## src/design/base61_word_encoder_core_defines.svh

```systemverilog
// Assertion macros shared by the encoder RTL.
// Each macro expects clk and rst_n in scope.
`ifndef BASE61_WORD_ENCODER_CORE_DEFINES_SVH
`define BASE61_WORD_ENCODER_CORE_DEFINES_SVH

// Condition that must hold at every clock edge out of reset
`define B61E_ASSERT_ALWAYS(lbl, cond, msg) \
    lbl: assert property (@(posedge clk) disable iff (!rst_n) (cond)) else $error(msg);

// Same-cycle implication
`define B61E_ASSERT_IMPL(lbl, ante, cons, msg) \
    lbl: assert property (@(posedge clk) disable iff (!rst_n) (ante) |-> (cons)) \
        else $error(msg);

// Next-cycle implication
`define B61E_ASSERT_NEXT(lbl, ante, cons, msg) \
    lbl: assert property (@(posedge clk) disable iff (!rst_n) (ante) |=> (cons)) \
        else $error(msg);

`endif

```

## src/design/b61e_pkg.sv

```systemverilog
`default_nettype none

package b61e_pkg;

    localparam int WORD_W     = 64;
    localparam int CHUNK_W    = 16;
    localparam int NUM_CELLS  = WORD_W / CHUNK_W;
    localparam int RADIX      = 61;
    localparam int DIG_W      = 6;
    localparam int CHAR_W     = 8;
    localparam int MAX_DIGITS = 11;
    localparam int DCNT_W     = $clog2(MAX_DIGITS + 1);

    // Reciprocal of the radix, scaled by 2^RECIP_SHIFT and rounded up
    localparam int RECIP_SHIFT = 32;
    localparam int RECIP_W     = 27;
    localparam logic [63:0] RECIP_WIDE = ((64'd1 << RECIP_SHIFT) + 64'(RADIX) - 64'd1) / 64'(RADIX);
    localparam logic [RECIP_W-1:0] RECIP = RECIP_WIDE[RECIP_W-1:0];

    // Default queue depths
    localparam int FRONT_DEPTH_DEF = 2;
    localparam int OUT_DEPTH_DEF   = 4;

    typedef enum logic [1:0] {
        SIZE_8B  = 2'd0,
        SIZE_4B  = 2'd1,
        SIZE_2B  = 2'd2,
        SIZE_BAD = 2'd3
    } size_code_t;

    // Classified word waiting for the digit engine
    typedef struct packed {
        logic [WORD_W-1:0] value;
        logic [DCNT_W-1:0] ndig;
    } item_t;

    // Partial remainder travelling down the cell chain
    typedef struct packed {
        logic             vld;
        logic             last;
        logic [DIG_W-1:0] rem;
    } tok_t;

    // Result queue entry
    typedef struct packed {
        logic [CHAR_W-1:0] ch;
        logic              last;
    } out_entry_t;

    localparam logic [CHAR_W-1:0] ALPHABET [RADIX] = '{
        "y", "7", "k", "X", "V", "0", "5", "J", "F", "p", "H", "z", "R", "L", "4", "8",
        "Q", "Y", "m", "b", "h", "S", "j", "u", "f", "B", "2", "W", "s", "D", "1", "e",
        "n", "9", "M", "T", "g", "P", "C", "x", "w", "K", "l", "d", "q", "t", "6", "E",
        "O", "U", "I", "A", "N", "a", "3", "G", "v", "i", "r", "c", "o"
    };

    // Map one digit to its character
    function automatic logic [CHAR_W-1:0] digit_char(input logic [DIG_W-1:0] digit);
        logic [CHAR_W-1:0] ch;
        ch = '0;
        if (digit < DIG_W'(RADIX))
        begin
            ch = ALPHABET[digit];
        end
        return ch;
    endfunction

endpackage

`default_nettype wire

```

## src/design/base61_word_encoder_core.sv

```systemverilog
// Channel   Direction  Handshake        Payload
// input     in         push / full      word_value[63:0], size_code[1:0]
// result    out        empty / pop      out_char[7:0], last_char
//
// A word of n digits (11, 6 or 3) occupies the digit engine for a load, n
// issues, four cells of chunk-wise division by 61 and a drain check; once
// filled, it emits one character per cycle while the result queue has room.
// Reset clears the queues and the sequencer; no clearing pass is needed.
// A full result queue freezes the cell chain; the input queue keeps taking
// words until it fills. Size code 3 is accepted and produces no result.
`default_nettype none

module base61_word_encoder_core #(
    parameter int FRONT_DEPTH = b61e_pkg::FRONT_DEPTH_DEF,
    parameter int OUT_DEPTH   = b61e_pkg::OUT_DEPTH_DEF
) (
    input  wire logic                           clk,
    input  wire logic                           rst_n,
    input  wire logic                           push,
    output logic                                full,
    input  wire logic [b61e_pkg::WORD_W-1:0]    word_value,
    input  wire logic [1:0]                     size_code,
    output logic                                empty,
    input  wire logic                           pop,
    output logic [b61e_pkg::CHAR_W-1:0]         out_char,
    output logic                                last_char
);

    logic            item_valid;
    logic            item_pop;
    b61e_pkg::item_t item;

    // Accept and classify words
    b61e_front #(
        .DEPTH (FRONT_DEPTH)
    ) u_front (
        .clk        (clk),
        .rst_n      (rst_n),
        .push       (push),
        .full       (full),
        .word_value (word_value),
        .size_code  (size_code),
        .item_valid (item_valid),
        .item       (item),
        .item_pop   (item_pop)
    );

    // Produce digits and characters
    b61e_back #(
        .OUT_DEPTH (OUT_DEPTH)
    ) u_back (
        .clk        (clk),
        .rst_n      (rst_n),
        .item_valid (item_valid),
        .item       (item),
        .item_pop   (item_pop),
        .empty      (empty),
        .pop        (pop),
        .out_char   (out_char),
        .last_char  (last_char)
    );

endmodule

`default_nettype wire

```

## src/design/b61e_front.sv

```systemverilog
`default_nettype none

`include "base61_word_encoder_core_defines.svh"

module b61e_front #(
    parameter int DEPTH = b61e_pkg::FRONT_DEPTH_DEF
) (
    input  wire logic                           clk,
    input  wire logic                           rst_n,
    input  wire logic                           push,
    output logic                                full,
    input  wire logic [b61e_pkg::WORD_W-1:0]    word_value,
    input  wire logic [1:0]                     size_code,
    output logic                                item_valid,
    output b61e_pkg::item_t                     item,
    input  wire logic                           item_pop
);

    localparam int PTR_W = (DEPTH > 1) ? $clog2(DEPTH) : 1;
    localparam int CNT_W = $clog2(DEPTH + 1);

    b61e_pkg::item_t   mem_reg [DEPTH];
    logic [PTR_W-1:0]  wr_ptr_reg, wr_ptr_next;
    logic [PTR_W-1:0]  rd_ptr_reg, rd_ptr_next;
    logic [CNT_W-1:0]  count_reg, count_next;

    b61e_pkg::item_t   in_item;
    logic              in_ok;
    logic              wr_en;
    logic              rd_en;

    // Classify the incoming transaction: digit count and masked value
    always_comb
    begin
        in_item.value = word_value;
        in_item.ndig  = b61e_pkg::DCNT_W'(11);
        in_ok         = 1'b1;
        case (b61e_pkg::size_code_t'(size_code))
            b61e_pkg::SIZE_8B:
            begin
                in_item.ndig = b61e_pkg::DCNT_W'(11);
            end
            b61e_pkg::SIZE_4B:
            begin
                in_item.value = {32'b0, word_value[31:0]};
                in_item.ndig  = b61e_pkg::DCNT_W'(6);
            end
            b61e_pkg::SIZE_2B:
            begin
                in_item.value = {48'b0, word_value[15:0]};
                in_item.ndig  = b61e_pkg::DCNT_W'(3);
            end
            default:
            begin
                // Unused size code: drop the transaction
                in_ok = 1'b0;
            end
        endcase
    end

    assign full       = (count_reg == CNT_W'(DEPTH));
    assign item_valid = (count_reg != '0);
    assign item       = mem_reg[rd_ptr_reg];
    assign wr_en      = push && !full && in_ok;
    assign rd_en      = item_pop && item_valid;

    // Advance pointers and occupancy
    always_comb
    begin
        wr_ptr_next = wr_ptr_reg;
        rd_ptr_next = rd_ptr_reg;
        count_next  = count_reg;
        if (wr_en)
        begin
            wr_ptr_next = (wr_ptr_reg == PTR_W'(DEPTH - 1)) ? '0 : wr_ptr_reg + 1'b1;
        end
        if (rd_en)
        begin
            rd_ptr_next = (rd_ptr_reg == PTR_W'(DEPTH - 1)) ? '0 : rd_ptr_reg + 1'b1;
        end
        if (wr_en && !rd_en)
        begin
            count_next = count_reg + 1'b1;
        end
        else if (rd_en && !wr_en)
        begin
            count_next = count_reg - 1'b1;
        end
    end

    always_ff @(posedge clk or negedge rst_n)
    begin
        if (!rst_n)
        begin
            wr_ptr_reg <= '0;
            rd_ptr_reg <= '0;
            count_reg  <= '0;
        end
        else
        begin
            wr_ptr_reg <= wr_ptr_next;
            rd_ptr_reg <= rd_ptr_next;
            count_reg  <= count_next;
        end
    end

    // Hold queued words
    always_ff @(posedge clk)
    begin
        if (wr_en)
        begin
            mem_reg[wr_ptr_reg] <= in_item;
        end
    end

    `B61E_ASSERT_ALWAYS(a_front_count_bound, count_reg <= CNT_W'(DEPTH),
        "front queue overflow")
    `B61E_ASSERT_NEXT(a_front_bad_size_dropped,
        push && !full && !rd_en && size_code == b61e_pkg::SIZE_BAD,
        count_reg == $past(count_reg), "unused size code was queued")
    `B61E_ASSERT_IMPL(a_front_no_pop_empty, item_pop, item_valid,
        "pop from empty front queue")

endmodule

`default_nettype wire

```

## src/design/b61e_cell.sv

```systemverilog
`default_nettype none

module b61e_cell (
    input  wire logic                           clk,
    input  wire logic                           rst_n,
    input  wire logic                           advance,
    input  wire logic                           load,
    input  wire logic [b61e_pkg::CHUNK_W-1:0]   load_chunk,
    input  wire b61e_pkg::tok_t                 tok_in,
    output b61e_pkg::tok_t                      tok_out
);

    localparam int X_W = b61e_pkg::DIG_W + b61e_pkg::CHUNK_W;
    localparam int P_W = X_W + b61e_pkg::RECIP_W;

    logic [b61e_pkg::CHUNK_W-1:0] chunk_reg;
    logic                         vld_reg;
    logic                         last_reg;
    logic [b61e_pkg::DIG_W-1:0]   rem_reg;

    logic [X_W-1:0]                x;
    logic [P_W-1:0]                prod;
    logic [b61e_pkg::CHUNK_W-1:0]  quo;
    logic [X_W-1:0]                quo_x;
    logic [X_W-1:0]                quo61;
    logic [X_W-1:0]                rem_x;

    // One long-division step of this chunk by the radix
    always_comb
    begin
        x     = {tok_in.rem, chunk_reg};
        prod  = P_W'(x) * P_W'(b61e_pkg::RECIP);
        quo   = prod[b61e_pkg::RECIP_SHIFT +: b61e_pkg::CHUNK_W];
        quo_x = X_W'(quo);
        quo61 = (quo_x << 6) - (quo_x << 1) - quo_x;
        rem_x = x - quo61;
    end

    // Pass the remainder down, keep the quotient chunk in place
    always_ff @(posedge clk or negedge rst_n)
    begin
        if (!rst_n)
        begin
            vld_reg <= 1'b0;
        end
        else if (advance)
        begin
            vld_reg <= tok_in.vld;
        end
    end

    always_ff @(posedge clk)
    begin
        if (load)
        begin
            chunk_reg <= load_chunk;
        end
        else if (advance && tok_in.vld)
        begin
            chunk_reg <= quo;
        end
        if (advance && tok_in.vld)
        begin
            last_reg <= tok_in.last;
            rem_reg  <= rem_x[b61e_pkg::DIG_W-1:0];
        end
    end

    assign tok_out = {vld_reg, last_reg, rem_reg};

endmodule

`default_nettype wire

```

## src/design/b61e_back.sv

```systemverilog
`default_nettype none

`include "base61_word_encoder_core_defines.svh"

module b61e_back #(
    parameter int OUT_DEPTH = b61e_pkg::OUT_DEPTH_DEF
) (
    input  wire logic                           clk,
    input  wire logic                           rst_n,
    input  wire logic                           item_valid,
    input  wire b61e_pkg::item_t                item,
    output logic                                item_pop,
    output logic                                empty,
    input  wire logic                           pop,
    output logic [b61e_pkg::CHAR_W-1:0]         out_char,
    output logic                                last_char
);

    localparam int NC    = b61e_pkg::NUM_CELLS;
    localparam int PTR_W = (OUT_DEPTH > 1) ? $clog2(OUT_DEPTH) : 1;
    localparam int CNT_W = $clog2(OUT_DEPTH + 1);

    logic                          busy_reg, busy_next;
    logic [b61e_pkg::DCNT_W-1:0]   issue_cnt_reg, issue_cnt_next;

    b61e_pkg::tok_t                tok [NC + 1];
    logic [NC-1:0]                 tok_vld_vec;
    logic [NC-1:0]                 last_vec;
    logic                          any_tok;
    logic                          advance;

    b61e_pkg::out_entry_t          oq_mem_reg [OUT_DEPTH];
    logic [PTR_W-1:0]              oq_wr_ptr_reg, oq_wr_ptr_next;
    logic [PTR_W-1:0]              oq_rd_ptr_reg, oq_rd_ptr_next;
    logic [CNT_W-1:0]              oq_count_reg, oq_count_next;
    logic                          oq_wr;
    logic                          oq_rd;
    b61e_pkg::out_entry_t          oq_head;

    // Freeze the chain while the result queue is full
    assign advance  = (oq_count_reg != CNT_W'(OUT_DEPTH));
    assign item_pop = !busy_reg && item_valid;

    // Issue one token per digit into the first cell
    always_comb
    begin
        tok[0].vld  = (issue_cnt_reg != '0);
        tok[0].last = (issue_cnt_reg == b61e_pkg::DCNT_W'(1));
        tok[0].rem  = '0;
    end

    // Cell chain, most significant chunk first
    for (genvar s = 0; s < NC; s++)
    begin : g_cell
        b61e_cell u_cell (
            .clk        (clk),
            .rst_n      (rst_n),
            .advance    (advance),
            .load       (item_pop),
            .load_chunk (item.value[b61e_pkg::WORD_W - 1 - s * b61e_pkg::CHUNK_W -:
                                    b61e_pkg::CHUNK_W]),
            .tok_in     (tok[s]),
            .tok_out    (tok[s + 1])
        );
        assign tok_vld_vec[s] = tok[s + 1].vld;
        assign last_vec[s]    = tok[s + 1].vld && tok[s + 1].last;
    end

    assign any_tok = |tok_vld_vec;

    // Sequence one word at a time through the chain
    always_comb
    begin
        busy_next      = busy_reg;
        issue_cnt_next = issue_cnt_reg;
        if (item_pop)
        begin
            busy_next      = 1'b1;
            issue_cnt_next = item.ndig;
        end
        else if (busy_reg)
        begin
            if (advance && issue_cnt_reg != '0)
            begin
                issue_cnt_next = issue_cnt_reg - 1'b1;
            end
            if (issue_cnt_reg == '0 && !any_tok)
            begin
                busy_next = 1'b0;
            end
        end
    end

    always_ff @(posedge clk or negedge rst_n)
    begin
        if (!rst_n)
        begin
            busy_reg      <= 1'b0;
            issue_cnt_reg <= '0;
        end
        else
        begin
            busy_reg      <= busy_next;
            issue_cnt_reg <= issue_cnt_next;
        end
    end

    // Result queue: digits from the last cell, mapped to characters
    assign oq_wr   = advance && tok[NC].vld;
    assign oq_rd   = pop && !empty;
    assign empty   = (oq_count_reg == '0);
    assign oq_head = oq_mem_reg[oq_rd_ptr_reg];
    assign out_char  = oq_head.ch;
    assign last_char = oq_head.last;

    always_comb
    begin
        oq_wr_ptr_next = oq_wr_ptr_reg;
        oq_rd_ptr_next = oq_rd_ptr_reg;
        oq_count_next  = oq_count_reg;
        if (oq_wr)
        begin
            oq_wr_ptr_next = (oq_wr_ptr_reg == PTR_W'(OUT_DEPTH - 1)) ? '0 :
                             oq_wr_ptr_reg + 1'b1;
        end
        if (oq_rd)
        begin
            oq_rd_ptr_next = (oq_rd_ptr_reg == PTR_W'(OUT_DEPTH - 1)) ? '0 :
                             oq_rd_ptr_reg + 1'b1;
        end
        if (oq_wr && !oq_rd)
        begin
            oq_count_next = oq_count_reg + 1'b1;
        end
        else if (oq_rd && !oq_wr)
        begin
            oq_count_next = oq_count_reg - 1'b1;
        end
    end

    always_ff @(posedge clk or negedge rst_n)
    begin
        if (!rst_n)
        begin
            oq_wr_ptr_reg <= '0;
            oq_rd_ptr_reg <= '0;
            oq_count_reg  <= '0;
        end
        else
        begin
            oq_wr_ptr_reg <= oq_wr_ptr_next;
            oq_rd_ptr_reg <= oq_rd_ptr_next;
            oq_count_reg  <= oq_count_next;
        end
    end

    always_ff @(posedge clk)
    begin
        if (oq_wr)
        begin
            oq_mem_reg[oq_wr_ptr_reg].ch   <= b61e_pkg::digit_char(tok[NC].rem);
            oq_mem_reg[oq_wr_ptr_reg].last <= tok[NC].last;
        end
    end

    `B61E_ASSERT_IMPL(a_back_tok_needs_busy, any_tok || issue_cnt_reg != '0, busy_reg,
        "digit in flight while idle")
    `B61E_ASSERT_ALWAYS(a_back_one_last, $countones(last_vec) <= 1,
        "two word ends in the cell chain")
    `B61E_ASSERT_NEXT(a_back_stall_holds, !advance && !item_pop,
        $stable(tok_vld_vec) && $stable(issue_cnt_reg), "cell chain moved while stalled")
    `B61E_ASSERT_IMPL(a_back_load_when_drained, item_pop,
        !any_tok && issue_cnt_reg == '0, "word loaded over a busy chain")

endmodule

`default_nettype wire

```

## config.mk

```make
export PLATFORM = sky130hd
export DESIGN_NAME = base61_word_encoder_core
export DESIGN_NICKNAME = d
export VERILOG_FILES = /design/src/design/b61e_pkg.sv /design/src/design/base61_word_encoder_core.sv /design/src/design/b61e_front.sv /design/src/design/b61e_cell.sv /design/src/design/b61e_back.sv
export VERILOG_INCLUDE_DIRS = /design/src /design/src/design
export SDC_FILE = /design/constraint.sdc
export NUM_CORES = 2
export LEC_CHECK = 0
export ABC_AREA = 1
export BUFFER_PORTS_ARGS = -buffer_cell sky130_fd_sc_hd__buf_2
export CORE_AREA = 2 2 324 326
export DETAILED_ROUTE_END_ITERATION = 12
export DIE_AREA = 0 0 326 328
export GPL_TIMING_DRIVEN = 0
export RECOVER_POWER = 25
export SYNTH_ARGS = -nofsm -noshare
export SYNTH_HDL_FRONTEND = slang
export SYNTH_SLANG_ARGS = --single-unit
```

## constraint.sdc

```tcl
create_clock -name clk -period 12.55 [get_ports clk]
set_input_delay 1.255 -clock clk [delete_from_list [all_inputs] [get_ports clk]]
set_output_delay 1.255 -clock clk [all_outputs]
set_load 0.01 [all_outputs]
```

==> reports/summary.md <==
Summing all flip-flop and latch instances after layout gives 8250 um2. The run gives 107000 um2 as the die area. Setup repair after global routing left no endpoint under its margin. Measured along the x axis, the die boundary spans 326 um.

Final hold analysis gives a worst-case slack of 0.420 ns. The flow ran to the end, and the final reports show no timing, DRC or antenna violations. The cell type with the highest occurrence count on the critical path is fa_1. Once the clock tree was built, the setup fixing pass inserted 0 buffers. Net total in the final layout: 6941. Buffers inserted during clock tree synthesis total 35. The tool flagged a number of max-cap violations equal to 0. The maximum number of pins on one net before global-route repair was 28. After the first detailed-routing iteration, the DRC count stood at 2254. Clock-pin slew was measured on the worst setup and hold paths at 0.07 ns.

The simple-gate share of the synthesized area works out to 0.137. Synthesis produced 5264 cells. The number of port buffers works out to 79. Synthesis inferred 278 register bits. The multi-input combinational cells in the finished layout cover a total of 32700 um2. The minimum clock period was 8.55 ns. The fraction of post-synthesis cell area in the top cell type by area was 0.253.

The dominant combinational cell family by area after synthesis is adder cells. The biggest area contributor in the post-synthesis netlist is fa_1. For this design, the slowest cell found on the critical path is edfxtp_1. In this run the vertical extent of the chip is 328 um.

Number of enable flip-flop cells after synthesis: 258. The clock drives 278 sinks. On the final layout, the worst clock skew is 0.0404 ns.

Post-placement cell area: 48400 um2. The tools report the number of antenna violations at the first check in global routing as 8. The path class of the tightest hold or removal check is register to register. The floorplan has 118 rows. For this run, the leading register cell type out of synthesis is edfxtp_1. For the total of cells resized after clock tree synthesis, the log shows 0.

From synthesis to final layout, the design area changed by 7.25%. Yosys printed 0 warnings. For the met2 track utilization from global routing, the log shows 0.396.

The commonest non-fill, non-tap cell in the layout was inv_1. The final total negative setup slack was 0 ns; the final non-filler cell area was 49500 um2. Fraction of final layout cells sized beyond drive strength 1: 0.0338.

Setup violations remaining at the end of the flow were counted as 0. The area share of fa/ha/maj cells after synthesis was 0.498; the top-level I/O count was 81. For the total wire length after detailed routing, the log shows 125000 um. The post-synthesis compound-gate area fraction works out to 0.0627. The final worst-path cycle share came out at 0.681. The total count of hold-check failures in the final report is 0. The global routing stage identified its most utilized layer as met2. The finished layout holds 6795 standard cells, fillers aside.

The global-route met3 utilization is 0.0323, and the number of flip-flops under the largest register name is 134. The count of hold buffers inserted by post-cts repair is 0, and the floorplan core area is 103000 um2. For the met1 track demand over resource, the log shows 0.340. TritonCTS built the clock tree.

Timing would allow up to 117 MHz. The remaining design rule violation count is 0, and the data arrival time of the critical path is 8.88 ns. The number of buffers on the longest clock path was 3; the total nets after synthesis was 6821. The number of global-route vias before repair was 35930; the routed length per instance was 18.4 um. In the routed layout, each cell is associated on average with a via count of 5.07. The H-tree generated during clock tree synthesis spans 2 levels.

Sorting the synthesized cells by area gives the leading types as fa_1 (25%), ha_1 (24%), edfxtp_1 (17%). The summed instance area of the synthesized netlist came out at 46200 um2. Summing over every cut layer, the via total after detailed routing is 34466. The wire-length estimate of the detail-placed layout is 107000 um. The global-route usage over all layers was 0.239; the synthesized area per cell was 8.77 um2. The initial core utilization is 0.447. Startpoint-to-endpoint class of the critical path: register to register.

The number of different library cells used by synthesis comes to 56. The residual antenna-violating net count after detailed routing is 0, and the slew of the pin with the lowest slew margin is 1.43 ns. Before antenna repair, the detailed router went through 6 iterations.

The share of synthesized area spent on multiplexers was 0.00241; the largest stage delay on the critical path was 0.69 ns. The logs give 0.179 for the sequential area share after synthesis and 0.0494 for the remaining max-slew budget at the tightest pin. The share of the synthesized netlist area taken by xor and xnor gates was 0.00892; the final weighted congestion in routability-driven placement was 0.950.

Including well taps, the total number of placed cells is 6727. The root buffer cell was clkbuf_16. The first global-routing pass estimated 198000 um of wire.

The filler cell count in the final layout is 10057. The critical path endpoint category is a register. The top cell types in the final layout, fill and taps aside, are inv_1 (1334), nand2_1 (933), ha_1 (904). The overall overflow remaining after global route is 0, and the fraction of registers with async set or reset after synthesis is 0.0719. Kind of start point of the critical path: a register.

Along the worst path, the maximum fanout reaches 9. At the later pin of the worst-skew pair, clock insertion delay measures 0.58 ns. The logs give 0 for the number of pins exceeding their max-slew limit in the final report and 12.88 ns for the data required time of the critical path.
stage by stage:
step                      worst slack [ns]  utilization
after floorplan                       5.21            -
after global placement                4.06        0.468
after detailed placement              4.06        0.469
after CTS                             4.00        0.480
after global routing                  3.53        0.480
final                                 4.00        0.480
critical path: cells and delay by family (launching register included):
kind	cells	cell delay (ns)
XOR/XNOR	3	0.77
AND/OR/NAND/NOR	10	1.24
buffers and inverters	7	0.41
flip-flops	1	0.69
adder cells (fa/ha/maj)	11	4.92
AO/OA/AOI/OAI	1	0.25
synth_stat cells, types with 2 or more instances:
cell and count:
a31oi_1 23, a21o_1 22, nor4_1 9, buf_1 6
nor3_1 36, o22ai_1 10, nor2_4 3, mux2i_1 10
nand2_1 933, nand2_2 6, nand4_1 42, o21bai_1 32
ha_1 904, fa_1 583, nor2_2 8, o31ai_1 2
a21oi_1 200, o21ai_2 5, o21ai_1 9, nor2_1 330
nand3_1 142, xnor2_1 11, nor4_2 2, edfxtp_1 258
o211ai_1 5, inv_2 5, and3_1 2, or2_2 10
a21boi_0 10, o21ai_0 185, and2_1 4, clkbuf_1 31
o2111ai_1 2, o21a_1 3, o221ai_1 3, nand3b_1 7
inv_1 1334, nor3_2 4, a21oi_2 2, buf_2 6
xor2_1 31, dfrtp_1 20
cell type report:
| type | count | area share |
|---|---|---|
| Antenna cell | 4 | 0.000202 |
| Buffer | 44 | 0.00351 |
| Clock buffer | 36 | 0.0178 |
| Clock inverter | 28 | 0.00513 |
| Inverter | 1339 | 0.102 |
| Multi-Input combinational cell | 3603 | 0.661 |
| Sequential cell | 278 | 0.167 |
| Tap cell | 1380 | 0.0349 |
| Timing Repair Buffer | 83 | 0.00945 |
routing by layer:
metal,wire length [um],up-vias
met1,57700,16753
met2,57500,802
met3,7560,123
met4,2240,8
met5,54,-
li1,-,16780
logic make-up after synthesis:
| family | Yosys count |
|---|---|
| AO/OA/AOI/OAI | 519 |
| XOR/XNOR | 44 |
| adder cells (fa/ha/maj) | 1487 |
| buffers and inverters | 1383 |
| flip-flops | 278 |
| multiplexers | 11 |
| other | 1 |
| AND/OR/NAND/NOR | 1541 |
path summary, 6_finish.rpt:
path / depth (start not counted) / to / slack (ns) / startpoint
worst max-delay path: 32 / u_back.g_cell[1].u_cell.rem_reg[5]$_DFFE_PP_ / 4.00 / u_back.g_cell[1].u_cell.chunk_reg[11]$_DFFE_PP_
worst min-delay path: 0 / u_back.g_cell[3].u_cell.last_reg$_DFFE_PP_ / 0.42 / u_back.g_cell[2].u_cell.last_reg$_DFFE_PP_
worst max register to register: 32 / u_back.g_cell[1].u_cell.rem_reg[5]$_DFFE_PP_ / 4.00 / u_back.g_cell[1].u_cell.chunk_reg[11]$_DFFE_PP_
worst min register to register: 0 / u_back.g_cell[3].u_cell.last_reg$_DFFE_PP_ / 0.42 / u_back.g_cell[2].u_cell.last_reg$_DFFE_PP_
max in group asynchronous: 1 / u_back.oq_count_reg[0]$_DFFE_PN0P_ / 10.69 / rst_n
min in group asynchronous: 1 / u_back.issue_cnt_reg[0]$_DFFE_PN0P_ / 1.02 / rst_n
Power is not shown: default switching activity piles up to over one toggle a cycle in this logic, so the estimate is an artifact.
